## config.mk

```make
export PLATFORM = sky130hd
export DESIGN_NAME = afk_phase
export DESIGN_NICKNAME = d
export VERILOG_FILES = /design/src/rtl/arm_forward_kinematics_unit_assert.svh /design/src/rtl/afk_pkg.sv /design/src/rtl/afk_phase.sv
export SDC_FILE = /design/constraint.sdc
export NUM_CORES = 1
export LEC_CHECK = 0
export BUFFER_PORTS_ARGS = -buffer_cell sky130_fd_sc_hd__buf_4
export CORE_AREA = 3 3 57 59
export DETAILED_ROUTE_END_ITERATION = 10
export DIE_AREA = 0 0 60 62
export PLACE_DENSITY = 0.73
export SLEW_MARGIN = 20
export SYNTH_ARGS = -nofsm -noshare
export SYNTH_HDL_FRONTEND = slang
export SYNTH_SLANG_ARGS = --single-unit
```

## constraint.sdc

```tcl
create_clock -name clk -period 1.05 [get_ports clk]
set_input_delay 0.105 -clock clk [delete_from_list [all_inputs] [get_ports clk]]
set_output_delay 0.105 -clock clk [all_outputs]
set_load 0.1 [all_outputs]
```

## src/rtl/arm_forward_kinematics_unit_assert.svh

```systemverilog
// Assertion macros used by the arm kinematics top module.
`ifndef ARM_FORWARD_KINEMATICS_UNIT_ASSERT_SVH
`define ARM_FORWARD_KINEMATICS_UNIT_ASSERT_SVH

// Same-cycle implication.
`define AFK_ASSERT_IMPLY(label, clk, dis, ante, cons) \
  label: assert property (@(posedge clk) disable iff (dis) (ante) |-> (cons)) \
    else $error("afk assertion failed");

// Delayed implication, with the delay given by the n argument.
`define AFK_ASSERT_DELAY(label, clk, dis, ante, n, cons) \
  label: assert property (@(posedge clk) disable iff (dis) (ante) |-> ##n (cons)) \
    else $error("afk delayed assertion failed");

`endif

```

## src/rtl/afk_pkg.sv

```systemverilog
// Shared constants and types for the arm kinematics unit.
package afk_pkg;

  localparam int STEPS_W = 12;
  localparam int RW      = 16;
  localparam int ZW      = 34;
  localparam int OUT_W   = 15;
  localparam int CFG_W   = 12;
  localparam int ATAN_N  = 24;

  localparam logic [63:0] CORDIC_GAIN_Q30 = 64'd652032874;

  // atan(2^-i) in units of 2^32 per turn
  localparam logic [31:0] ATAN_TURN32 [ATAN_N] = '{
    32'd536870912, 32'd316933406, 32'd167458907, 32'd85004756, 32'd42667331,
    32'd21354465, 32'd10679838, 32'd5340245, 32'd2670163, 32'd1335087,
    32'd667544, 32'd333772, 32'd166886, 32'd83443, 32'd41722,
    32'd20861, 32'd10430, 32'd5215, 32'd2608, 32'd1304,
    32'd652, 32'd326, 32'd163, 32'd81
  };

  typedef enum logic [3:0] {
    CFG_UPPER_LINK     = 4'd0,
    CFG_FOREARM        = 4'd1,
    CFG_GRIPPER_OFFSET = 4'd2,
    CFG_GRIPPER_TILT   = 4'd3
  } cfg_reg_t;

endpackage

```

## src/rtl/afk_phase.sv

```systemverilog
// Converts reduced steps to a 32-bit phase and folds it into a half turn.
module afk_phase
  import afk_pkg::*;
#(
  parameter int STEPS_PER_TURN = 4096
) (
  input  logic                 clk,
  input  logic [RW-1:0]        steps,
  output logic signed [ZW-1:0] z_r,
  output logic                 flip_r
);

  localparam logic [63:0] TURN = 64'(STEPS_PER_TURN);
  localparam logic [63:0] A    = (64'd1 << 32) / TURN;
  localparam logic [63:0] B    = (64'd1 << 32) % TURN;
  localparam logic [63:0] MR   = (64'd1 << 34) / TURN;
  localparam logic signed [ZW-1:0] QUARTER = ZW'(64'd1 << 30);
  localparam logic signed [ZW-1:0] HALF    = ZW'(64'd1 << 31);

  logic [31:0] ra_r, rb_r, ra2_r, rb2_r, est_r, phase_r;
  logic [63:0] rem;
  logic        inc;
  logic signed [ZW-1:0] zs;

  always_comb begin
    rem = 64'(rb2_r) - 64'(est_r) * TURN;
    inc = (rem >= TURN);
    zs  = {{(ZW-32){phase_r[31]}}, phase_r};
  end

  always_ff @(posedge clk) begin
    ra_r    <= 32'(64'(steps) * A);
    rb_r    <= 32'(64'(steps) * B);
    // quotient estimate may fall one short; fix it in the next stage
    est_r   <= 32'((64'(rb_r) * MR) >> 34);
    ra2_r   <= ra_r;
    rb2_r   <= rb_r;
    phase_r <= ra2_r + est_r + 32'(inc);
    if (zs > QUARTER) begin
      z_r    <= zs - HALF;
      flip_r <= 1'b1;
    end else if (zs < -QUARTER) begin
      z_r    <= zs + HALF;
      flip_r <= 1'b1;
    end else begin
      z_r    <= zs;
      flip_r <= 1'b0;
    end
  end

endmodule

```

==> impl_metrics.yaml, run 1 <==
run_status:
  status: "completed"
global_route:
  grt_pass1_wl_mm: 2.30
  grt_antenna_before_repair: 0
  grt_use_total_pct: 9.43
  grt_max_degree: 15
  grt_pass1_vias: 582
  grt_overflow: 0
sta:
  drv_slew: 0
  grt_setup_unrepaired: "yes"
  period_needed_ps: 1010
  finalSetupTns_ps: 0
  fmax_ghz: 0.989
  final.setup_skew_ps: 6.87
  period_share_pct: 96.3
  finalHoldViolCount: 0
  setup_viol: 0
final_layout:
  nFillCells: 202
  drive_above_1_share_pct: 39.5
  mostFrequentLayoutCells: "dfxtp_1, conb_1, buf_12"
  num_antenna_cells: 0
  finish.utilization_pct: 63.9
  final_common_cell: "dfxtp_1"
  final_nets: 141
  syn2layout_area_growth_pct: 44.0
  multiInputGateArea_um2: 133
  layout.cells.non_filler: 155
  regArea_um2: 1020
worst_setup_path:
  crit_path_start_kind: "flop"
  cp.required_ps: 940
  critPathMaxFanout: 2
  ff2ff_path_depth: 2
  critPathMaxStageDelay_ps: 390
  cp.depth: 1
  crit_family: "flip-flops"
  crit_type: "flop to output port"
  end_kind: "output port"
  slowest_stage: "dfxtp_4"
  crit_chain: "buf_12"
  crit_arrival_ps: 910
  crit_buf_inv: 1
floorplan:
  coreArea_um2: 2760
  die_w_um: 60
  die_h_um: 62
  rows: 19
  ioPinCount: 52
  dieArea_um2: 3720
  initial_utilization_pct: 44.4
power_and_ir_drop:
  p_sw_mw: 1.12
  netSwitchingFraction_pct: 30.8
  p_int_mw: 2.51
  p_leak_nw: 0.782
  pwr-share-comb_pct: 21.2
  power.total_mw: 3.63
  ir_drop_mv: 1.75
  power_frac_clock_pct: 22.2
  seq_power_share_pct: 56.7
  power.density_nw_per_um2: 2060
clock_tree:
  ctsRootBufferMaster: "clkbuf_4"
  post_cts_buffers: 0
  clk_pin_slew_ps: 120
  insertion_delay_ps: 340
  cts_buffer_depth: 2
  htreeDepth: 2
  cts_tree: "yes"
  cts-buffers-inserted: 5
  numClockSinks: 50
detailed_routing:
  wl_mm: 1.50
  drt_iter0_drc: 6
  post_drt_via_cell_ratio: 3.92
  vias: 607
  wl_per_cell_um: 9.70
  drtPass1Iterations: 3
  remaining_drc_errors: 0
  postRouteAntennaNets: 0
placed_design:
  gp_congestion: 0.637
  place_hpwl_mm: 1.01
  port_buffers: 27
  placed_cells: 136
yosys:
  yosys_warnings: 0
  ys_ff_latch: 50
  ys_types: 8
  ys_seq_area_share_pct: 81.8
  synthCells: 80
  synth_area_per_cell_um2: 15.3
  syn-cell-area_um2: 1220
min_path:
  worstHoldPathCells: 0
  min_path_type: "flop to flop"
job:
  cap_violations: 0
cells in the mapped netlist:
master	instances	area share (%)
nor4_2	2	2.0
conb_1	1	0.31
nor3_1	1	0.41
dfxtp_1	50	82
xnor2_1	1	0.72
buf_4	21	13
inv_1	1	0.31
a31oi_1	3	1.5
power by group through the flow:
stage | Combinational, mW | Sequential (mW) | Clock, mW
floorplan | 0.397 | 2.29 | 0
global placement | 0.646 | 2.07 | 0
detailed placement | 0.648 | 2.08 | 0
CTS | 0.701 | 2.04 | 0.833
global route | 0.785 | 2.07 | 0.928
finish | 0.767 | 2.06 | 0.803
sequential cells by signal (all words and copies together) (netlist names):
signal,flops
ra2_r,12
z_r,13
phase_r,12
flip_r,1
ra_r,12
kinds of logic (layout without fill, tap and decap cells):
kind of cell,count (synthesis),count (layout),share of synthesized area (%)
other,1,20,0.306
xor gates and xnor gates,1,1,0.716
AOI/OAI and AO/OA,3,3,1.53
buffers and inverters,22,47,13.2
DFF,50,50,81.8
and+or+nand+nor,3,3,2.45
final timing paths:
| check | from | slack (ps) | end |
|---|---|---|---|
| worst max register to register | phase_r[22] | 110 | z_r[31] |
| worst min-delay path | ra2_r[29] | 330 | phase_r[29] |
| worst min register to register | ra2_r[29] | 330 | phase_r[29] |
| worst max-delay path | z_r[32] | 40 | z_r[32] |
metrics by stage:
stage               worst slack [ps]  area, µm²  hold WS [ps]
floorplan                       36.0       1300           133
global placement                 123       1380           209
global route                   -26.4       1760           329
CTS                            -57.0       1610           330
finish                          38.4       1760           330
detailed placement               110       1380           210
area by class of cell:
| type | count | share of cell area (%) |
|---|---|---|
| clock buffers | 7 | 3.12 |
| inverters | 1 | 0.213 |
| multi-input cells | 27 | 7.53 |
| flip-flops and latches | 50 | 58.0 |
| well taps | 31 | 2.20 |
| repair buffers | 39 | 29.0 |
layer usage:
layer	part of all wire, %	GRT usage (%)
met1	31	7.36
met2	58	17.0
met3	8.6	5.79
met4	2.1	6.65
met5	0	0
repair_timing:
action	4_1_cts	5_1_grt
endpoints found under the hold margin	12	0
pin swaps	0	0
resized for setup	13	45
hold buffers	12	0
setup endpoints to repair	15	15
Power figures use the tool's default switching activity.
==> inputs of run 2 (changes only) <==
GPL_TIMING_DRIVEN = 0   (was not set)
MAX_ROUTING_LAYER = met4   (was not set)
==> run 2 against run 1 <==
Against the previous run:
- the flow now finishes with violations (negative setup slack)
- final area grew 10%
- clock power grew 21%
- combinational power grew 8.0%
- flip-flop and latch count is the same
- critical path type unchanged
- critical endpoint is now z_r[33]
- largest cell class unchanged
==> impl_metrics.yaml, run 2 (synthesized netlist as in run 1, its figures left out) <==
final_layout:
  drive_above_1_share_pct: 49.3
  multiInputGateArea_um2: 133
  layout.cells.non_filler: 177
  final_nets: 162
  mostFrequentLayoutCells: "dfxtp_1, buf_4, conb_1"
  nFillCells: 173
  final_common_cell: "dfxtp_1"
  syn2layout_area_growth_pct: 58.4
  regArea_um2: 1020
  num_antenna_cells: 0
  largest_reg_flops: 13
  largest-register: "z_r"
detailed_routing:
  wl_mm: 1.69
  drt_iter0_drc: 3
  postRouteAntennaNets: 0
  post_drt_via_cell_ratio: 3.67
  vias: 650
  drtPass1Iterations: 4
  wl_per_cell_um: 9.56
  remaining_drc_errors: 0
min_path:
  hold_end: "phase_r[23]"
  min_path_type: "flop to flop"
  hp-start: "ra2_r[23]"
  worstHoldPathCells: 0
run_status:
  violations: "negative setup slack"
  status: "finished, violations left"
global_route:
  grt_overflow: 0
  grt_pass1_vias: 587
  grt_max_degree: 15
  grt_antenna_before_repair: 0
  grt_pass1_wl_mm: 2.39
  grt_use_total_pct: 10.4
placed_design:
  gp_congestion: 0.643
  placed_cells: 157
  port_buffers: 27
power_and_ir_drop:
  ir_drop_mv: 1.65
  power.density_nw_per_um2: 1990
  p_leak_nw: 0.907
floorplan:
  die_w_um: 60
  initial_utilization_pct: 44.4
  rows: 19
  coreArea_um2: 2760
  die_h_um: 62
  ioPinCount: 52
  dieArea_um2: 3720
worst_setup_path:
  r2r_slack_ps: 100
  crit_type: "flop to output port"
  slowest_stage: "dfxtp_4"
  ff2ff_path_depth: 2
  r2r_end: "flip_r"
  timing.rr.start: "phase_r[22]"
  critPathMaxFanout: 2
  cp.required_ps: 940
  crit_chain: "buf_6 > buf_12"
  end_kind: "output port"
  crit_arrival_ps: 980
  critPathMaxStageDelay_ps: 370
  crit_path_start_kind: "flop"
clock_tree:
  cts_buffer_depth: 2
  numClockSinks: 50
  cts_tree: "yes"
  ctsRootBufferMaster: "clkbuf_4"
  post_cts_buffers: 0
  insertion_delay_ps: 340
  htreeDepth: 2
  clk_pin_slew_ps: 120
  cts-buffers-inserted: 5
sta:
  finalHoldViolCount: 0
  grt_setup_unrepaired: "yes"
  fmax_ghz: 0.920
  fin_ws_ps: -36.5
  period_share_pct: 103
  final.setup_skew_ps: 3.53
  period_needed_ps: 1090
  finalSetupTns_ps: -36.5
  setup_viol: 1
  drv_slew: 0
job:
  cap_violations: 0
[run 2: final cells by class]
cell class                 count  area share (%)
sequential                    50            52.7
timing repair buffer          39            25.9
buffer                        21            8.33
multi-input combinational     27            6.84
clock buffer                   8            4.07
tap                           31            2.00
inverter                       1           0.194
[run 2: per-stage QoR]
| stage | utilization [%] | instance area, µm² | hold WS (ps) | power [mW] | setup slack (ps) |
|---|---|---|---|---|---|
| floorplan | - | 1300 | 133 | 2.69 | 36.0 |
| global placement | 55.9 | 1540 | 209 | 2.78 | 109 |
| detailed placement | 55.9 | 1540 | 211 | 2.79 | 93.4 |
| CTS | 65.8 | 1820 | 337 | 3.81 | -39.4 |
| global route | 70.3 | 1940 | 340 | 4.02 | -99.6 |
| finish | 70.3 | 1940 | 337 | 3.85 | -36.5 |
[run 2: worst max path at each step]
| stage | end | startpoint | depth (start not counted) | slack [ps] |
|---|---|---|---|---|
| 3_3_place_gp | flip_r | phase_r[22] | 2 | 110 |
| 2_1_floorplan | flip_r | flip_r | 0 | 40 |
| 4_1_cts | z_r[33] | z_r[32] | 2 | -40 |
| 3_5_place_dp | flip_r | phase_r[22] | 2 | 90 |
| 6_report | z_r[33] | z_r[32] | 2 | -40 |
| 5_1_grt | z_r[33] | z_r[32] | 2 | -100 |
[run 2: metal layers]
layer	track usage (%)	share of wire (%)
met1	7.49	30
met3	5.58	7.6
met5	-	0
met2	17.9	60
met4	9.49	2.9
[run 2: critical path: cells and delay by family, from the launching register on]
| kind | cells | cell delay [ps] |
|---|---|---|
| buffers and inverters | 2 | 260 |
| flip-flops | 1 | 370 |
[run 2: what timing repair did]
item	CTS	global route
setup endpoints to repair	15	15
cloned	0	0
hold endpoints to repair	12	0
hold buffers	12	0
gates resized for setup	20	37
[run 2: power by group]
group	switching, mW	total, mW	internal [mW]	leakage [nW]
Sequential	0.0499	2.06	2.01	0.422
Combinational	0.591	0.828	0.237	0.440
Clock	0.510	0.968	0.458	0.0446
Total	1.15	3.85	2.70	0.907
