**config.mk**
```make
export PLATFORM = sky130hd
export DESIGN_NAME = afk_cordic_cell
export DESIGN_NICKNAME = d
export VERILOG_FILES = /design/src/rtl/arm_forward_kinematics_unit_assert.svh /design/src/rtl/afk_pkg.sv /design/src/rtl/afk_cordic_cell.sv
export SDC_FILE = /design/constraint.sdc
export NUM_CORES = 1
export LEC_CHECK = 0
export BUFFER_PORTS_ARGS = -buffer_cell sky130_fd_sc_hd__buf_2
export CAP_MARGIN = 20
export CELL_PAD_IN_SITES_DETAIL_PLACEMENT = 2
export CELL_PAD_IN_SITES_GLOBAL_PLACEMENT = 2
export CORE_MARGIN = 2
export CORE_UTILIZATION = 33
export CTS_BUF_LIST = sky130_fd_sc_hd__clkbuf_2
export DETAILED_ROUTE_END_ITERATION = 6
export PLACE_DENSITY = 0.88
export SLEW_MARGIN = 20
export SYNTH_ARGS = -nofsm -noshare
export SYNTH_HDL_FRONTEND = slang
export SYNTH_SLANG_ARGS = --single-unit
```
**constraint.sdc**
```tcl
create_clock -name clk -period 4.6 [get_ports clk]
set_input_delay 0.46 -clock clk [delete_from_list [all_inputs] [get_ports clk]]
set_output_delay 0.46 -clock clk [all_outputs]
set_load 0.05 [all_outputs]
```
**src/rtl/arm_forward_kinematics_unit_assert.svh**
```systemverilog
// Assertion macros used by the arm kinematics top module.
`ifndef ARM_FORWARD_KINEMATICS_UNIT_ASSERT_SVH
`define ARM_FORWARD_KINEMATICS_UNIT_ASSERT_SVH

// Same-cycle implication.
`define AFK_ASSERT_IMPLY(label, clk, dis, ante, cons) \
  label: assert property (@(posedge clk) disable iff (dis) (ante) |-> (cons)) \
    else $error("afk assertion failed");

// Delayed implication, with the delay given by the n argument.
`define AFK_ASSERT_DELAY(label, clk, dis, ante, n, cons) \
  label: assert property (@(posedge clk) disable iff (dis) (ante) |-> ##n (cons)) \
    else $error("afk delayed assertion failed");

`endif

```
**src/rtl/afk_pkg.sv**
```systemverilog
// Shared constants and types for the arm kinematics unit.
package afk_pkg;

  localparam int STEPS_W = 12;
  localparam int RW      = 16;
  localparam int ZW      = 34;
  localparam int OUT_W   = 15;
  localparam int CFG_W   = 12;
  localparam int ATAN_N  = 24;

  localparam logic [63:0] CORDIC_GAIN_Q30 = 64'd652032874;

  // atan(2^-i) in units of 2^32 per turn
  localparam logic [31:0] ATAN_TURN32 [ATAN_N] = '{
    32'd536870912, 32'd316933406, 32'd167458907, 32'd85004756, 32'd42667331,
    32'd21354465, 32'd10679838, 32'd5340245, 32'd2670163, 32'd1335087,
    32'd667544, 32'd333772, 32'd166886, 32'd83443, 32'd41722,
    32'd20861, 32'd10430, 32'd5215, 32'd2608, 32'd1304,
    32'd652, 32'd326, 32'd163, 32'd81
  };

  typedef enum logic [3:0] {
    CFG_UPPER_LINK     = 4'd0,
    CFG_FOREARM        = 4'd1,
    CFG_GRIPPER_OFFSET = 4'd2,
    CFG_GRIPPER_TILT   = 4'd3
  } cfg_reg_t;

endpackage

```
**src/rtl/afk_cordic_cell.sv**
```systemverilog
// One rotation-mode CORDIC iteration with registered outputs.
module afk_cordic_cell
  import afk_pkg::*;
#(
  parameter int XW    = 19,
  parameter int STAGE = 0
) (
  input  logic                 clk,
  input  logic signed [XW-1:0] x_i,
  input  logic signed [XW-1:0] y_i,
  input  logic signed [ZW-1:0] z_i,
  input  logic                 flip_i,
  output logic signed [XW-1:0] x_r,
  output logic signed [XW-1:0] y_r,
  output logic signed [ZW-1:0] z_r,
  output logic                 flip_r
);

  logic signed [XW-1:0] xs, ys;
  logic signed [ZW-1:0] ang;

  always_comb begin
    xs  = x_i >>> STAGE;
    ys  = y_i >>> STAGE;
    ang = signed'(ZW'(ATAN_TURN32[STAGE]));
  end

  always_ff @(posedge clk) begin
    flip_r <= flip_i;
    if (!z_i[ZW-1]) begin
      x_r <= x_i - ys;
      y_r <= y_i + xs;
      z_r <= z_i - ang;
    end else begin
      x_r <= x_i + ys;
      y_r <= y_i - xs;
      z_r <= z_i + ang;
    end
  end

endmodule

```
==> results of run 1 <==
## cell usage after synthesis (all sizes together) (3+ instances only)
cell,count,area share [%]
a21o,15,2.4
nand2,21,1.7
xor2,9,1.7
ha,62,17
xnor2,27,5.1
nand3,7,0.75
o21bai,5,0.81
nor3b,3,0.48
a21oi,44,4.8
a31oi,3,0.40
nor2b,10,1.3
inv,58,4.7
a221oi,6,1.5
clkbuf,8,0.64
dfxtp,72,31
nand2b,5,0.67
nor3,18,2.1
o21ai,31,3.3
mux2i,8,1.7
nand4,4,0.54
or3,4,0.54
a211oi,10,1.6
fa,4,1.7
buf,16,2.0
o211ai,11,1.8
nor2,26,2.1
o31ai,6,1.5
nand3b,3,0.48
nor4,5,0.94
## worst min path at each step
| stage | start | endpoint | slack (ns) | depth (start not counted) |
|---|---|---|---|---|
| 6_report | z_i[29] | z_r[29] | 0.14 | 2 |
| 5_1_grt | z_i[29] | z_r[29] | 0.11 | 2 |
| 4_1_cts | z_i[29] | z_r[29] | 0.1 | 2 |
| 3_5_place_dp | z_i[5] | z_r[5] | 0.56 | 1 |
| 3_3_place_gp | z_i[11] | z_r[11] | 0.56 | 1 |
| 2_1_floorplan | flip_i | flip_r | 0.49 | 0 |
## sequential cells by signal, summed over array words and instances, names as in the netlist
signal / cells
y_r: 18
flip_r: 1
z_r: 34
x_r: 19
## metrics by stage
stage | total power [mW] | setup WS (ns) | hold WS, ns | area (um2)
after CTS | 2.24 | 2.31 | 0.0974 | 5970
after global placement | 1.69 | 1.66 | 0.563 | 5510
after floorplan | 1.45 | 2.30 | 0.488 | 4660
final | 2.25 | 2.16 | 0.140 | 5970
after global routing | 2.36 | 2.11 | 0.112 | 5970
after detailed placement | 1.72 | 1.65 | 0.564 | 5510
## cell type report
type	count	area, um2	share of cell area (%)
antenna	1	2.50	0.0419
clock buffer	9	45.0	0.754
clock inverter	7	119	1.99
inverter	58	218	3.64
multi-input combinational	371	2880	48.2
sequential	72	1440	24.1
tap	180	225	3.77
timing repair buffer	178	1050	17.5
## layer usage
layer / global-route usage (%) / part of all wire [%]
met3: 4.51 / 5.8
met1: 29.8 / 42
met5: 0 / 0
met4: 7.11 / 1.9
met2: 44.8 / 50
## power groups by stage
| stage | Clock (mW) | Combinational [mW] | Sequential (mW) |
|---|---|---|---|
| after detailed placement | 0 | 0.955 | 0.766 |
| after CTS | 0.509 | 0.981 | 0.753 |
| final | 0.505 | 0.991 | 0.754 |
| after global routing | 0.542 | 1.05 | 0.763 |
| after floorplan | 0 | 0.342 | 1.11 |
| after global placement | 0 | 0.930 | 0.758 |
## layout by cell type (no fill, tap or decap), types with 4 or more instances in the layout
cell           synthesis  routed
a211oi_1              10      10
a21o_1                15      15
a21oi_1               43      43
buf_2                  6     146
clkbuf_2               0       9
dfxtp_1               72      72
dlygate4sd3_1          0      30
fa_1                   4       4
ha_1                  62      62
inv_1                 55      55
mux2i_1                8       8
nand2_1               21      21
nand2b_1               5       5
nand3_1                7       7
nand4_1                4       4
nor2_1                26      26
nor2b_1               10      10
nor3_1                16      16
o211ai_1              11      11
o21ai_0               24      24
o21ai_1                7       7
o21bai_1               5       5
or3_1                  4       4
xnor2_1               27      27
xor2_1                 9       9
## kinds of logic (layout without fill, tap and decap cells)
group / count (synthesis) / count (layout) / synth area share (%)
AND/OR/NAND/NOR: 111 / 111 / 12.3
multiplexers: 9 / 9 / 1.96
buffers and inverters: 82 / 252 / 7.33
AO/OA/AOI/OAI: 149 / 149 / 22.3
flip-flops: 72 / 72 / 30.9
XOR/XNOR: 36 / 36 / 6.77
other: 0 / 1 / 0
adder cells (fa/ha/maj): 66 / 66 / 18.4
==> results.yml, run 1 <==
detailed_routing:
  ant_nets: 0
  totalWireLength_um: 18700
  drc: 0
  drt-wirelength-per-cell_um: 21.4
  dr.pass1.iters: 4
  drt-initial-drc-count: 214
  viasPerCell: 5.19
  route.vias.total: 4549
power_and_ir_drop:
  p_int_mw: 1.23
  p_leak_nw: 2.90
  swShare_pct: 45.3
  p_per_area_mw_per_mm2: 377
  power_switching_mw: 1.02
  p_clk_share_pct: 22.4
  seqPwrFrac_pct: 33.5
  irDropWorstVdd_mv: 0.124
  combPwrFrac_pct: 44.0
setup_path:
  slowest_stage: "o211ai_1"
  crit_chain: "buf_2 > inv_1 > ha_1 > fa_1 > inv_1 > a21oi_1 > o211ai_1 > a41oi_1 > o21ai_0 > nand3b_1 > xnor2_1"
  endpoint: "y_r[12]"
  crit_required_ns: 5.06
  arrival_ns: 2.90
  path_class: "input pin to flip-flop"
  max_stage_delay_ns: 0.59
  critPathMostFrequentCell: "inv_1"
  critPathLaunch: "y_i[0]"
  cp_num_cells: 11
  worst-path-buf-inv: 3
  end_kind: "flip-flop"
  worstSetupStartpointType: "input pin"
  cp_top_family: "compound AO/OA/AOI/OAI gates"
  cp_max_fo: 4
finish:
  area_delta_synth_final_pct: 28.2
  fin_util_pct: 43.2
  nNetsFinal: 830
  fill_cells: 1505
  instances_no_fill: 876
  final_layout_size_suffix_gt1_share_pct: 26.6
hold_path:
  hp-class: "input pin to flip-flop"
synthesis:
  seq_area_frac_synth_pct: 30.9
  synth_cells: 525
  synth-edff-count: 0
  synthFlopType: "dfxtp_1"
  synth_seq_cells: 72
  synth_area_mm2: 0.00466
  syn-mean-instance-area_um2: 8.88
  yosys_warnings: 0
  ys_types: 59
  synth_nets: 665
  ys_async_sr_fraction_pct: 0
placed_design:
  place.gp.congestion: 0.914
  dp.cells: 829
  port_buffers: 146
  hpwl_um: 13600
grt:
  grt_first_pass_wirelength_um: 28300
  antenna_found_initial: 1
  track_usage_pct: 24.8
  overflow: 0
  grt_max_degree: 48
  grt_pass1_vias: 4973
flow_run:
  drv_cap: 0
cts:
  numCtsBuffers: 9
  cts_sinks: 72
  clockRootBuffer: "clkbuf_2"
  post_cts_buffers: 0
  hold_buffers: 30
  cts_tree: "built"
  htreeDepth: 3
  clk_path_buf_depth: 2
  ctsResizeCount: 0
  clk_pin_slew_ns: 0.24
floorplan:
  die-area_mm2: 0.0151
  start_util_pct: 33.7
  die_y_um: 123
  ioPinCount: 147
  rows: 43
  die_w_um: 123
  core_mm2: 0.0138
timing:
  timing.final.crit_share_pct: 53.1
  hold_viol: 0
  worst_slew_pin_slew_ns: 0.650
  max_slew_margin_pct: 56.5
  slew_violations: 0
  finalSetupViolCount: 0
  setup_tns_ns: 0
  fin_crit_ns: 2.44
  rsz0062_at_grt: "no"
  fmax_ghz: 0.409
outcome:
  status: "finished, final reports clean"
Power figures use the tool's default switching activity.
==> run 2, diff against run 1 <==
--- a/config.mk
+++ b/config.mk
@@ -10,10 +10,10 @@
 export CELL_PAD_IN_SITES_DETAIL_PLACEMENT = 2
 export CELL_PAD_IN_SITES_GLOBAL_PLACEMENT = 2
 export CORE_MARGIN = 2
-export CORE_UTILIZATION = 33
+export CORE_UTILIZATION = 31
 export CTS_BUF_LIST = sky130_fd_sc_hd__clkbuf_2
 export DETAILED_ROUTE_END_ITERATION = 6
-export PLACE_DENSITY = 0.88
+export PLACE_DENSITY = 0.83
 export SLEW_MARGIN = 20
 export SYNTH_ARGS = -nofsm -noshare
 export SYNTH_HDL_FRONTEND = slang
==> constraint.sdc (replaced) <==
create_clock -name clk -period 2.39 [get_ports clk]
set_input_delay 0.239 -clock clk [delete_from_list [all_inputs] [get_ports clk]]
set_output_delay 0.239 -clock clk [all_outputs]
set_load 0.05 [all_outputs]
==> results.yml, run 2 (synthesis gave the netlist of run 1 again) <==
outcome:
  status: "finished, final reports clean"
placed_design:
  place.gp.congestion: 0.899
  port_buffers: 146
  hpwl_um: 15000
  pre_cts_ws_ns: -0.154
  placed_area_mm2: 0.00604
timing:
  slew_violations: 0
  hold_viol: 0
  finalSetupViolCount: 0
  timing.final.crit_share_pct: 93.9
  max_slew_margin_pct: 65.2
  fmax_ghz: 0.446
  worst_slew_pin_slew_ns: 0.517
  rsz0062_at_grt: "no"
  fin_crit_ns: 2.24
  timing.final.ws_setup_ns: 0.145
finish:
  final_layout_size_suffix_gt1_share_pct: 33.1
  postLayoutCellArea_mm2: 0.00654
  final_cell_mix: "146 x buf_2, 72 x dfxtp_1, 72 x buf_4, 62 x ha_1, 55 x inv_1"
  regMostFlops: "z_r"
  area_delta_synth_final_pct: 40.3
  diodes: 0
  final_common_cell: "buf_2"
  largest_register_ffs: 34
  reg_top3: "z_r (34), x_r (19), y_r (18)"
  fill_cells: 1603
  nNetsFinal: 908
flow_run:
  drv_cap: 0
power_and_ir_drop:
  power_switching_mw: 2.06
  swShare_pct: 47.2
  p_per_area_mw_per_mm2: 667
  total_power_mw: 4.36
  p_leak_nw: 3.25
  p_int_mw: 2.30
  combPwrFrac_pct: 48.7
  seqPwrFrac_pct: 33.4
  p_clk_share_pct: 17.9
  irDropWorstVdd_mv: 0.255
grt:
  antenna_found_initial: 0
  grt_first_pass_wirelength_um: 33400
  track_usage_pct: 26.8
  overflow: 0
  grt_max_degree: 45
  grt_pass1_vias: 5726
cts:
  numCtsBuffers: 9
  cts_sinks: 72
  clk_path_buf_depth: 2
  clk_pin_slew_ns: 0.24
  cts_tree: "built"
  clockRootBuffer: "clkbuf_2"
  htreeDepth: 3
setup_path:
  crit_chain: "buf_2 > dlygate4sd3_1 > ha_1 > fa_1 > inv_1 > a21oi_1 > o211a_1 > o21bai_1 > a311oi_1 > a21oi_1 > xnor2_1"
  arrival_ns: 2.78
  critPathMostFrequentCell: "a21oi_1"
  end_kind: "flip-flop"
  crit_required_ns: 2.93
  path_class: "input pin to flip-flop"
  worst-path-buf-inv: 3
  slowest_stage: "dlygate4sd3_1"
  worstSetupStartpointType: "input pin"
  max_stage_delay_ns: 0.57
  cp_top_family: "compound AO/OA/AOI/OAI gates"
  cp_max_fo: 3
floorplan:
  die-area_mm2: 0.0160
  core_mm2: 0.0146
  rows: 44
  start_util_pct: 31.9
  die_y_um: 127
  die_w_um: 127
  ioPinCount: 147
detailed_routing:
  totalWireLength_um: 21300
  ant_nets: 0
  dr.pass1.iters: 6
  viasPerCell: 5.19
  drt-initial-drc-count: 284
  drt-wirelength-per-cell_um: 22.2
  route.vias.total: 4963
  drc: 0
hold_path:
  hp-class: "input pin to flip-flop"
run 2: changes by cell type in the layout (fill, tap and decap cells not counted):
cell,delta
buf_4,+70
dlygate4sd3_1,+8
clkinvlp_4,+3
bufinv_16,-2
clkbuf_2,+1
clkinv_1,-1
clkinv_4,-1
diode_2,-1
o21ai_0,-1
o21ai_1,+1
run 2: final cells by class:
class	count	area [um2]	area share, %
Clock buffer	10	50.0	0.766
Sequential cell	72	1440	22.0
Tap cell	184	230	3.52
Inverter	58	218	3.33
Clock inverter	6	68.8	1.05
Timing Repair Buffer	256	1650	25.3
Multi-Input combinational cell	371	2880	44.0
run 2: path summary, 6_finish.rpt:
check,start,end,slack [ns],depth (start not counted)
worst max-delay path,y_i[0],x_r[12],0.15,11
worst min-delay path,y_i[1],x_r[1],0.06,3
run 2: metrics by stage:
stage               utilization, %  hold slack [ns]  cells  TNS, ns
global placement              41.4            0.342    903   -0.125
detailed placement            41.4            0.343    903    -1.16
global route                  44.8           0.0501    957        0
CTS                           44.8           0.0200    957        0
floorplan                        -            0.267    525        0
finish                        44.8           0.0565    957        0
run 2: power groups by stage:
stage / clock network (mW) / logic (mW) / registers (mW)
after floorplan: 0 / 0.658 / 2.13
after global placement: 0 / 1.94 / 1.46
after detailed placement: 0 / 2.01 / 1.47
after CTS: 0.792 / 2.07 / 1.44
after global routing: 0.845 / 2.25 / 1.48
final: 0.780 / 2.12 / 1.46
run 2: timing repair:
action / 4_1_cts / 5_1_grt
setup endpoints to repair: 0 / 2
endpoints found under the hold margin: 38 / 0
setup buffers: 0 / 0
resized for setup: 0 / 1
hold buffers: 38 / 0
run 2: routing by layer:
metal	GRT usage (%)	part of all wire (%)	up-vias
li1	-	-	2293
met5	0	0	-
met4	7.56	2.0	0
met2	49.0	51	196
met1	32.1	42	2440
met3	4.72	5.8	34
