File: config.mk
export PLATFORM = sky130hd
export DESIGN_NAME = afk_reduce
export DESIGN_NICKNAME = d
export VERILOG_FILES = /design/src/rtl/arm_forward_kinematics_unit_assert.svh /design/src/rtl/afk_pkg.sv /design/src/rtl/afk_reduce.sv
export SDC_FILE = /design/constraint.sdc
export NUM_CORES = 1
export LEC_CHECK = 0
export BUFFER_PORTS_ARGS = -buffer_cell sky130_fd_sc_hd__buf_2
export CAP_MARGIN = 0
export CORE_MARGIN = 5
export CORE_UTILIZATION = 35
export DETAILED_ROUTE_END_ITERATION = 10
export MAX_ROUTING_LAYER = met4
export PLACE_DENSITY = 0.64
export SLEW_MARGIN = 10
export SYNTH_ARGS = -nofsm -noshare
export SYNTH_HDL_FRONTEND = slang
export SYNTH_SLANG_ARGS = --single-unit
File: constraint.sdc
create_clock -name clk -period 0.85 [get_ports clk]
set_clock_uncertainty 0.05 [all_clocks]
set_input_delay 0.17 -clock clk [delete_from_list [all_inputs] [get_ports clk]]
set_output_delay 0.17 -clock clk [all_outputs]
set_load 0.01 [all_outputs]
File: src/rtl/arm_forward_kinematics_unit_assert.svh
// Assertion macros used by the arm kinematics top module.
`ifndef ARM_FORWARD_KINEMATICS_UNIT_ASSERT_SVH
`define ARM_FORWARD_KINEMATICS_UNIT_ASSERT_SVH

// Same-cycle implication.
`define AFK_ASSERT_IMPLY(label, clk, dis, ante, cons) \
  label: assert property (@(posedge clk) disable iff (dis) (ante) |-> (cons)) \
    else $error("afk assertion failed");

// Delayed implication, with the delay given by the n argument.
`define AFK_ASSERT_DELAY(label, clk, dis, ante, n, cons) \
  label: assert property (@(posedge clk) disable iff (dis) (ante) |-> ##n (cons)) \
    else $error("afk delayed assertion failed");

`endif

File: src/rtl/afk_pkg.sv
// Shared constants and types for the arm kinematics unit.
package afk_pkg;

  localparam int STEPS_W = 12;
  localparam int RW      = 16;
  localparam int ZW      = 34;
  localparam int OUT_W   = 15;
  localparam int CFG_W   = 12;
  localparam int ATAN_N  = 24;

  localparam logic [63:0] CORDIC_GAIN_Q30 = 64'd652032874;

  // atan(2^-i) in units of 2^32 per turn
  localparam logic [31:0] ATAN_TURN32 [ATAN_N] = '{
    32'd536870912, 32'd316933406, 32'd167458907, 32'd85004756, 32'd42667331,
    32'd21354465, 32'd10679838, 32'd5340245, 32'd2670163, 32'd1335087,
    32'd667544, 32'd333772, 32'd166886, 32'd83443, 32'd41722,
    32'd20861, 32'd10430, 32'd5215, 32'd2608, 32'd1304,
    32'd652, 32'd326, 32'd163, 32'd81
  };

  typedef enum logic [3:0] {
    CFG_UPPER_LINK     = 4'd0,
    CFG_FOREARM        = 4'd1,
    CFG_GRIPPER_OFFSET = 4'd2,
    CFG_GRIPPER_TILT   = 4'd3
  } cfg_reg_t;

endpackage

File: src/rtl/afk_reduce.sv
// Reduces a joint angle modulo the steps per turn in two stages.
module afk_reduce
  import afk_pkg::*;
#(
  parameter int STEPS_PER_TURN = 4096
) (
  input  logic               clk,
  input  logic [STEPS_W-1:0] steps,
  output logic [RW-1:0]      rem_r
);

  localparam logic [63:0] TURN  = 64'(STEPS_PER_TURN);
  localparam logic [63:0] RECIP = ((64'd1 << 30) + TURN - 64'd1) / TURN;
  localparam int PW = STEPS_W + 23;

  logic [PW-1:0]      prod_r;
  logic [STEPS_W-1:0] steps_r;
  logic [3:0]         quo;
  logic [RW:0]        sub;

  always_comb begin
    quo = 4'(prod_r >> 30);
    sub = (RW+1)'(steps_r) - (RW+1)'(64'(quo) * TURN);
  end

  always_ff @(posedge clk) begin
    prod_r  <= PW'(64'(steps) * RECIP);
    steps_r <= steps;
    rem_r   <= sub[RW-1:0];
  end

endmodule

==> flow_summary.ini, run 1 <==
[outcome]
status = complete, but fails checks
violations = setup timing

[global_route]
grt_start_max_net_pins = 13
overflow = 0
antenna_found_initial = 0
grt_pass1_vias = 318
grt_pass1_wl_mm = 1.400
track_usage_pct = 8.486

[timing]
fin_crit_sh_pct = 113.8
period_minus_slack_ns = 0.9672
setup_tns_ns = -1.271
worst_slack_ns = -0.1172
drv_slew = 0
final_hold_viol_count = 0
setup_viol = 12
fmax_ghz = 1.034
rsz0062_at_grt = yes

[floorplanning]
die_h_um = 48.33
fp.coreArea_sq_um = 1350
start_util_pct = 38.09
dieArea_sq_um = 2336
io_pins = 29
rows = 13
die_w_um = 48.33

[worst_setup_path]
cpPeakStageDelay_ns = 0.33
endpoint_kind = output pin
crit_arrival_ns = 0.75
crit_slowest_cell = dfxtp_1
r2r_slack_ns = 0.38
crit_path_max_fanout = 1
crit_buf_inv = 1
crit_chain = buf_2
cp_data_required_time_ns = 0.63
critPathKind = register to output pin
crit_family = flip-flops
critPathLaunchType = register

[cts]
cts.sinks = 24
cts_made_buffers = 3
postCtsSetupRepairBufs = 0
root_buffer = clkbuf_4
clk_pin_slew_worst_paths_ns = 0.11
insertion_delay_ns = 0.29
cts_tree = yes
cts_max_path_buffers = 2
h-tree-depth = 1

[placement]
dp_cells = 67
dpl_worst_slack_ns = 0.2130
hpwl_um = 555.7
io_buffers = 24
routabilityCongestion = 0.5943

[flow_run]
max_cap_violations = 0

[synthesis]
synthSimpleGateAreaFrac_pct = 0
yosys_warnings = 0
synthCells = 29
synth_seq_cells = 24
synth_fa_ha_area_share_pct = 0
avgSynthCellArea_sq_um = 17.73
yosys.cell_types.count = 3
synth.area.mux_share_pct = 0
synth-compound-area-share_pct = 0
synth_area_sq_um = 514.2
synth_top_family_by_area = buffers and inverters
seq_area_frac_synth_pct = 93.43
synth-xor-area-share_pct = 0

[final_layout]
syn2layout_area_growth_pct = 58.39
seq_area_sq_um = 486.7
post-route-util_pct = 60.33
n_antenna_cell = 0
drive_above_1_share_pct = 47.76
final_cells = 82
fillers = 114
multi_input_area_sq_um = 15.01
layout.nets = 82

[power_and_ir_drop]
power_density_nw_per_um2 = 2189
p_total_uw = 1783
vdd_drop_max_mv = 1.295
p_leak_uw = 0.0003844

[detailed_routing]
ant_nets = 0
routedWlPerCell_um = 10.50
drc_errors = 0
wl_um = 861
drtIter0Drc = 0
num_vias = 297
vias_per_cell = 3.622
firstDrtPassIters = 1

[min_path]
hold_class = register to register
cells in the mapped netlist:
cell type	instances	area share, %
conb_1	1	0.73
buf_4	4	5.8
dfxtp_1	24	93
final cells by class:
cell class	count	area share (%)
clock buffers	3	2.765
repair buffers	36	33.33
flip-flops and latches	24	59.75
well taps	15	2.304
multi-input cells	4	1.843
where the power goes:
group | internal [uW] | switching [uW] | total [uW] | leakage (uW)
sequential | 1190 | 16.3 | 1200 | 0.000203
clock | 165 | 281 | 445 | 0.0000138
combinational | 87.9 | 46.6 | 135 | 0.000168
total | 1440 | 343 | 1780 | 0.000384
metal layers:
metal  part of all wire, %  track usage, %  vias to the layer above
met1                    38           8.144                      120
met4                   1.6           6.912                        0
met3                    11           5.810                        2
met2                    49           11.52                       19
li1                      -               -                      156
met5                     0               -                        -
registers in the layout (all words and copies together), names as in the netlist:
name / cells
rem_r: 12
steps_r: 12
through the flow:
| step | cell area, sq um | hold WS [ns] |
|---|---|---|
| floorplan | 525.5 | 0.1477 |
| CTS | 777.0 | 0.2884 |
| global route | 814.5 | 0.2891 |
| finish | 814.5 | 0.2832 |
| global placement | 634.4 | 0.2228 |
| detailed placement | 634.4 | 0.2236 |
worst paths after layout:
kind / startpoint / to / cells after the start
max reg2reg: steps_r[2] / rem_r[2] / 0
min reg2reg: steps_r[11] / rem_r[11] / 0
min: steps_r[11] / rem_r[11] / 0
max: rem_r[1] / rem_r[1] / 1
layout by cell type (no fill, tap or decap):
cell | Yosys | layout
buf_6 | 0 | 5
clkbuf_4 | 0 | 3
conb_1 | 1 | 4
dfxtp_1 | 24 | 19
dlygate4sd3_1 | 0 | 12
buf_2 | 0 | 19
dfxtp_2 | 0 | 5
kinds of logic (layout without fill, tap and decap cells):
kind of cell,count (synthesis),in the layout
buffers and inverters,4,39
other,1,4
DFF,24,24
repair_timing:
action,4_1_cts,5_1_grt
pin swaps,0,0
hold buffers,12,0
gates resized for setup,0,10
endpoints found under the setup margin,12,12
hold endpoints to repair,12,0
(Power assumes the default switching activity.)
==> run 2, diff against run 1 <==
Settings changed: CAP_MARGIN 0 to 20, CORE_AREA set to 5 5 42 44, CORE_MARGIN 5 to unset, CORE_UTILIZATION 35 to unset, DIE_AREA set to 0 0 47 49, PLACE_DENSITY 0.64 to 0.71.
==> run 2 against run 1 <==
Effect of this change: the flow still finishes with violations (setup timing); clock-buffer cell count increased by 1; sequential cell count did not move; total power increased by 4.9%; via count grew 7.7%; worst hold slack gained 0.0019 ns; highest routed layer is now met3.
==> flow_summary.ini, run 2 (synthesized netlist as in run 1, its figures left out) <==
[worst_setup_path]
crit_path_max_fanout = 1
crit_buf_inv = 1
critPathLaunchType = register
crit_arrival_ns = 0.74
cp_data_required_time_ns = 0.63
crit_family = flip-flops
crit_slowest_cell = dfxtp_1
crit_chain = buf_2
cpPeakStageDelay_ns = 0.33
endpoint_kind = output pin
critPathKind = register to output pin

[detailed_routing]
firstDrtPassIters = 2
wl_um = 807
num_vias = 320
drtIter0Drc = 1
ant_nets = 0
vias_per_cell = 3.810
routedWlPerCell_um = 9.607
drc_errors = 0

[timing]
period_minus_slack_ns = 0.9611
drv_slew = 0
fmax_ghz = 1.041
setup_tns_ns = -1.252
rsz0062_at_grt = yes
setup_viol = 12
worst_slack_ns = -0.1111
final_hold_viol_count = 0
fin_crit_sh_pct = 113.1
whs_ns = 0.2851

[final_layout]
syn2layout_area_growth_pct = 55.47
layout.nets = 82
post-route-util_pct = 57.05
fillers = 126
final_cell_mix = buf_2, dfxtp_1, dlygate4sd3_1, conb_1, clkbuf_4
reg_top3 = rem_r (12), steps_r (12)
seq_area_sq_um = 481.7
final_cells = 84
multi_input_area_sq_um = 15.01
n_antenna_cell = 0
drive_above_1_share_pct = 42.65

[cts]
cts_tree = yes
insertion_delay_ns = 0.29
cts_max_path_buffers = 2
root_buffer = clkbuf_4
cts_made_buffers = 3
cts.sinks = 24
clk_pin_slew_worst_paths_ns = 0.11
h-tree-depth = 1
postCtsSetupRepairBufs = 0

[global_route]
antenna_found_initial = 0
grt_pass1_vias = 324
overflow = 0
grt_start_max_net_pins = 14
track_usage_pct = 7.810
grt_pass1_wl_mm = 1.200

[power_and_ir_drop]
vdd_drop_max_mv = 1.703
p_leak_uw = 0.0003831
power_density_nw_per_um2 = 2340

[placement]
dp_cells = 68
io_buffers = 24
routabilityCongestion = 0.5677

[outcome]
status = complete, but fails checks
violations = setup timing

[flow_run]
max_cap_violations = 0

[floorplanning]
rows = 14
die_h_um = 49
start_util_pct = 36.70
io_pins = 29
die_w_um = 47
dieArea_sq_um = 2303
fp.coreArea_sq_um = 1401

[min_path]
hold_class = register to register
run 2: cell types whose count changed in the layout (fill, tap and decap cells not counted), sizes merged:
| cell | before | now |
|---|---|---|
| clkbuf | 3 | 4 |
run 2: path summary, 6_finish.rpt:
kind,depth (start not counted),slack (ns),start,to
min reg2reg,0,0.29,steps_r[4],rem_r[4]
max,1,-0.11,rem_r[7],rem_r[7]
min,0,0.29,steps_r[4],rem_r[4]
max reg2reg,0,0.39,steps_r[9],rem_r[9]
run 2: through the flow:
stage / power, uW / area [sq um] / worst slack (ns)
after floorplan: 1259 / 525.5 / 0.2992
after global placement: 1299 / 635.6 / 0.2264
after detailed placement: 1303 / 635.6 / 0.2198
after CTS: 1893 / 799.5 / -0.1292
after global routing: 1965 / 799.5 / -0.1635
final: 1871 / 799.5 / -0.1111
run 2: final cells by class:
type,count,area share [%]
clock buffers,4,4.538
repair buffers,36,30.83
well taps,16,2.504
multi-input cells,4,1.878
flip-flops and latches,24,60.25
run 2: layer usage:
layer / vias up / wire length [um] / share of wire (%) / global-route usage [%]
met2: 20 / 460 / 57 / 15.16
met4: 0 / 0 / 0 / 4.147
met3: 0 / 112 / 14 / 2.214
met5: - / 0 / 0 / -
met1: 145 / 234 / 29 / 5.682
li1: 155 / - / - / -
run 2: timing repair:
action / CTS / global route
hold endpoints to repair: 12 / 0
gates resized for setup: 2 / 0
cloned: 0 / 0
endpoints found under the setup margin: 12 / 12
hold buffers: 12 / 0
run 2: where the power goes:
part | switching [uW] | total (uW) | internal [uW]
sequential | 12.3 | 1200 | 1180
combinational | 47.0 | 124 | 77.0
clock | 289 | 550 | 261
==> run 3, diff against run 2 <==
Settings changed: CORE_AREA 5 5 42 44 to 4 4 41 43, DIE_AREA 0 0 47 49 to 0 0 45 47.
==> run 3 against run 2 <==
Effect of this change: the run still ends with setup timing left; total power shrank 6.0%; non-clock buffer count is the same; die area shrank 8.2%; clock power shrank 21%; final area is the same; setup slack gained 0.010 ns; combinational power grew 4%; clock-buffer cell count shrank 1; via count shrank 8.4%.
==> flow_summary.ini, run 3 (synthesized netlist as in run 1, its figures left out) <==
[detailed_routing]
num_vias = 293
drc_errors = 0
wl_um = 736
drtIter0Drc = 0
vias_per_cell = 3.573
firstDrtPassIters = 1
ant_nets = 0
routedWlPerCell_um = 8.976

[final_layout]
layout.nets = 82
fillers = 112
drive_above_1_share_pct = 44.78
multi_input_area_sq_um = 15.01
seq_area_sq_um = 484.2
final_area_sq_um = 799.5
n_antenna_cell = 0
final_cells = 82
reg_top3 = rem_r (12), steps_r (12)
final_cell_mix = buf_2, dfxtp_1, dlygate4sd3_1, conb_1
syn2layout_area_growth_pct = 55.47
post-route-util_pct = 61.44

[global_route]
track_usage_pct = 7.801
grt_pass1_wl_mm = 1.159
antenna_found_initial = 0
grt_pass1_vias = 273
grt_start_max_net_pins = 13
overflow = 0

[floorplanning]
fp.coreArea_sq_um = 1301
io_pins = 29
die_w_um = 45
rows = 13
dieArea_sq_um = 2115
start_util_pct = 39.52
die_h_um = 47

[cts]
insertion_delay_ns = 0.28
h-tree-depth = 1
cts_max_path_buffers = 2
cts_tree = yes
clk_pin_slew_worst_paths_ns = 0.11
postCtsSetupRepairBufs = 0
cts_made_buffers = 3
root_buffer = clkbuf_4
cts.sinks = 24

[timing]
rsz0062_at_grt = yes
period_minus_slack_ns = 0.9506
fmax_ghz = 1.052
fin_crit_sh_pct = 111.8
worst_slack_ns = -0.1006
drv_slew = 0
setup_viol = 12
setup_tns_ns = -1.105
final_hold_viol_count = 0

[worst_setup_path]
critPathLaunchType = register
reg2reg_depth = 0
worstReg2RegEnd = rem_r[1]
endpoint_kind = output pin
r2r_slack_ns = 0.39
crit_arrival_ns = 0.73
crit_slowest_cell = dfxtp_1
cp_data_required_time_ns = 0.63
crit_buf_inv = 1
crit_family = flip-flops
crit_path_max_fanout = 1
critPathKind = register to output pin
reg2reg_from = steps_r[1]
cpPeakStageDelay_ns = 0.32
crit_chain = buf_2

[flow_run]
max_cap_violations = 0

[placement]
place_area_sq_um = 634.4
routabilityCongestion = 0.6336
io_buffers = 24
dp_cells = 67

[outcome]
violations = setup timing
status = complete, but fails checks

[min_path]
min_path_cells = 0
min_to = rem_r[0]
hold_class = register to register
worstHoldStart = steps_r[0]

[power_and_ir_drop]
power_density_nw_per_um2 = 2201
p_total_uw = 1760
p_leak_uw = 0.0003802
vdd_drop_max_mv = 1.988
run 3: changes by cell type in the layout (fill, tap and decap cells not counted), sizes merged:
cell,previous run,this run
clkbuf,4,3
run 3: cell type report:
type / count / area share (%)
Multi-Input combinational cell: 4 / 1.878
Sequential cell: 24 / 60.56
Tap cell: 15 / 2.347
Clock buffer: 3 / 2.817
Timing Repair Buffer: 36 / 32.39
run 3: how the worst max path moves through the flow:
stage / end / depth (start not counted) / slack, ns / startpoint
detailed placement: rem_r[0] / 1 / 0.22 / rem_r[0]
global placement: rem_r[1] / 1 / 0.23 / rem_r[1]
global route: rem_r[8] / 1 / -0.15 / rem_r[8]
finish: rem_r[9] / 1 / -0.10 / rem_r[9]
floorplan: rem_r[0] / 0 / 0.30 / rem_r[0]
CTS: rem_r[0] / 1 / -0.11 / rem_r[0]
run 3: report_power, final:
| part | internal, uW | total [uW] | switching, uW |
|---|---|---|---|
| clock network | 164 | 432 | 268 |
| logic | 82.4 | 129 | 46.1 |
| registers | 1190 | 1200 | 12.9 |
run 3: through the flow:
stage	worst slack, ns	hold slack, ns
finish	-0.1006	0.2832
CTS	-0.1144	0.2885
detailed placement	0.2159	0.2236
global placement	0.2266	0.2224
global route	-0.1538	0.2889
floorplan	0.2992	0.1477
run 3: layer usage:
layer / GRT usage, % / routed length [um] / vias up
li1: - / - / 154
met1: 9.308 / 304 / 121
met2: 12.71 / 339 / 18
met3: 3.831 / 92 / 0
met4: 0 / 0 / 0
met5: - / 0 / -
run 3: what timing repair did:
action / CTS / global route
gates cloned: 0 / 0
gates resized for setup: 0 / 6
hold buffers: 12 / 0
pin swaps: 0 / 0
setup endpoints to repair: 12 / 12
endpoints found under the hold margin: 12 / 0
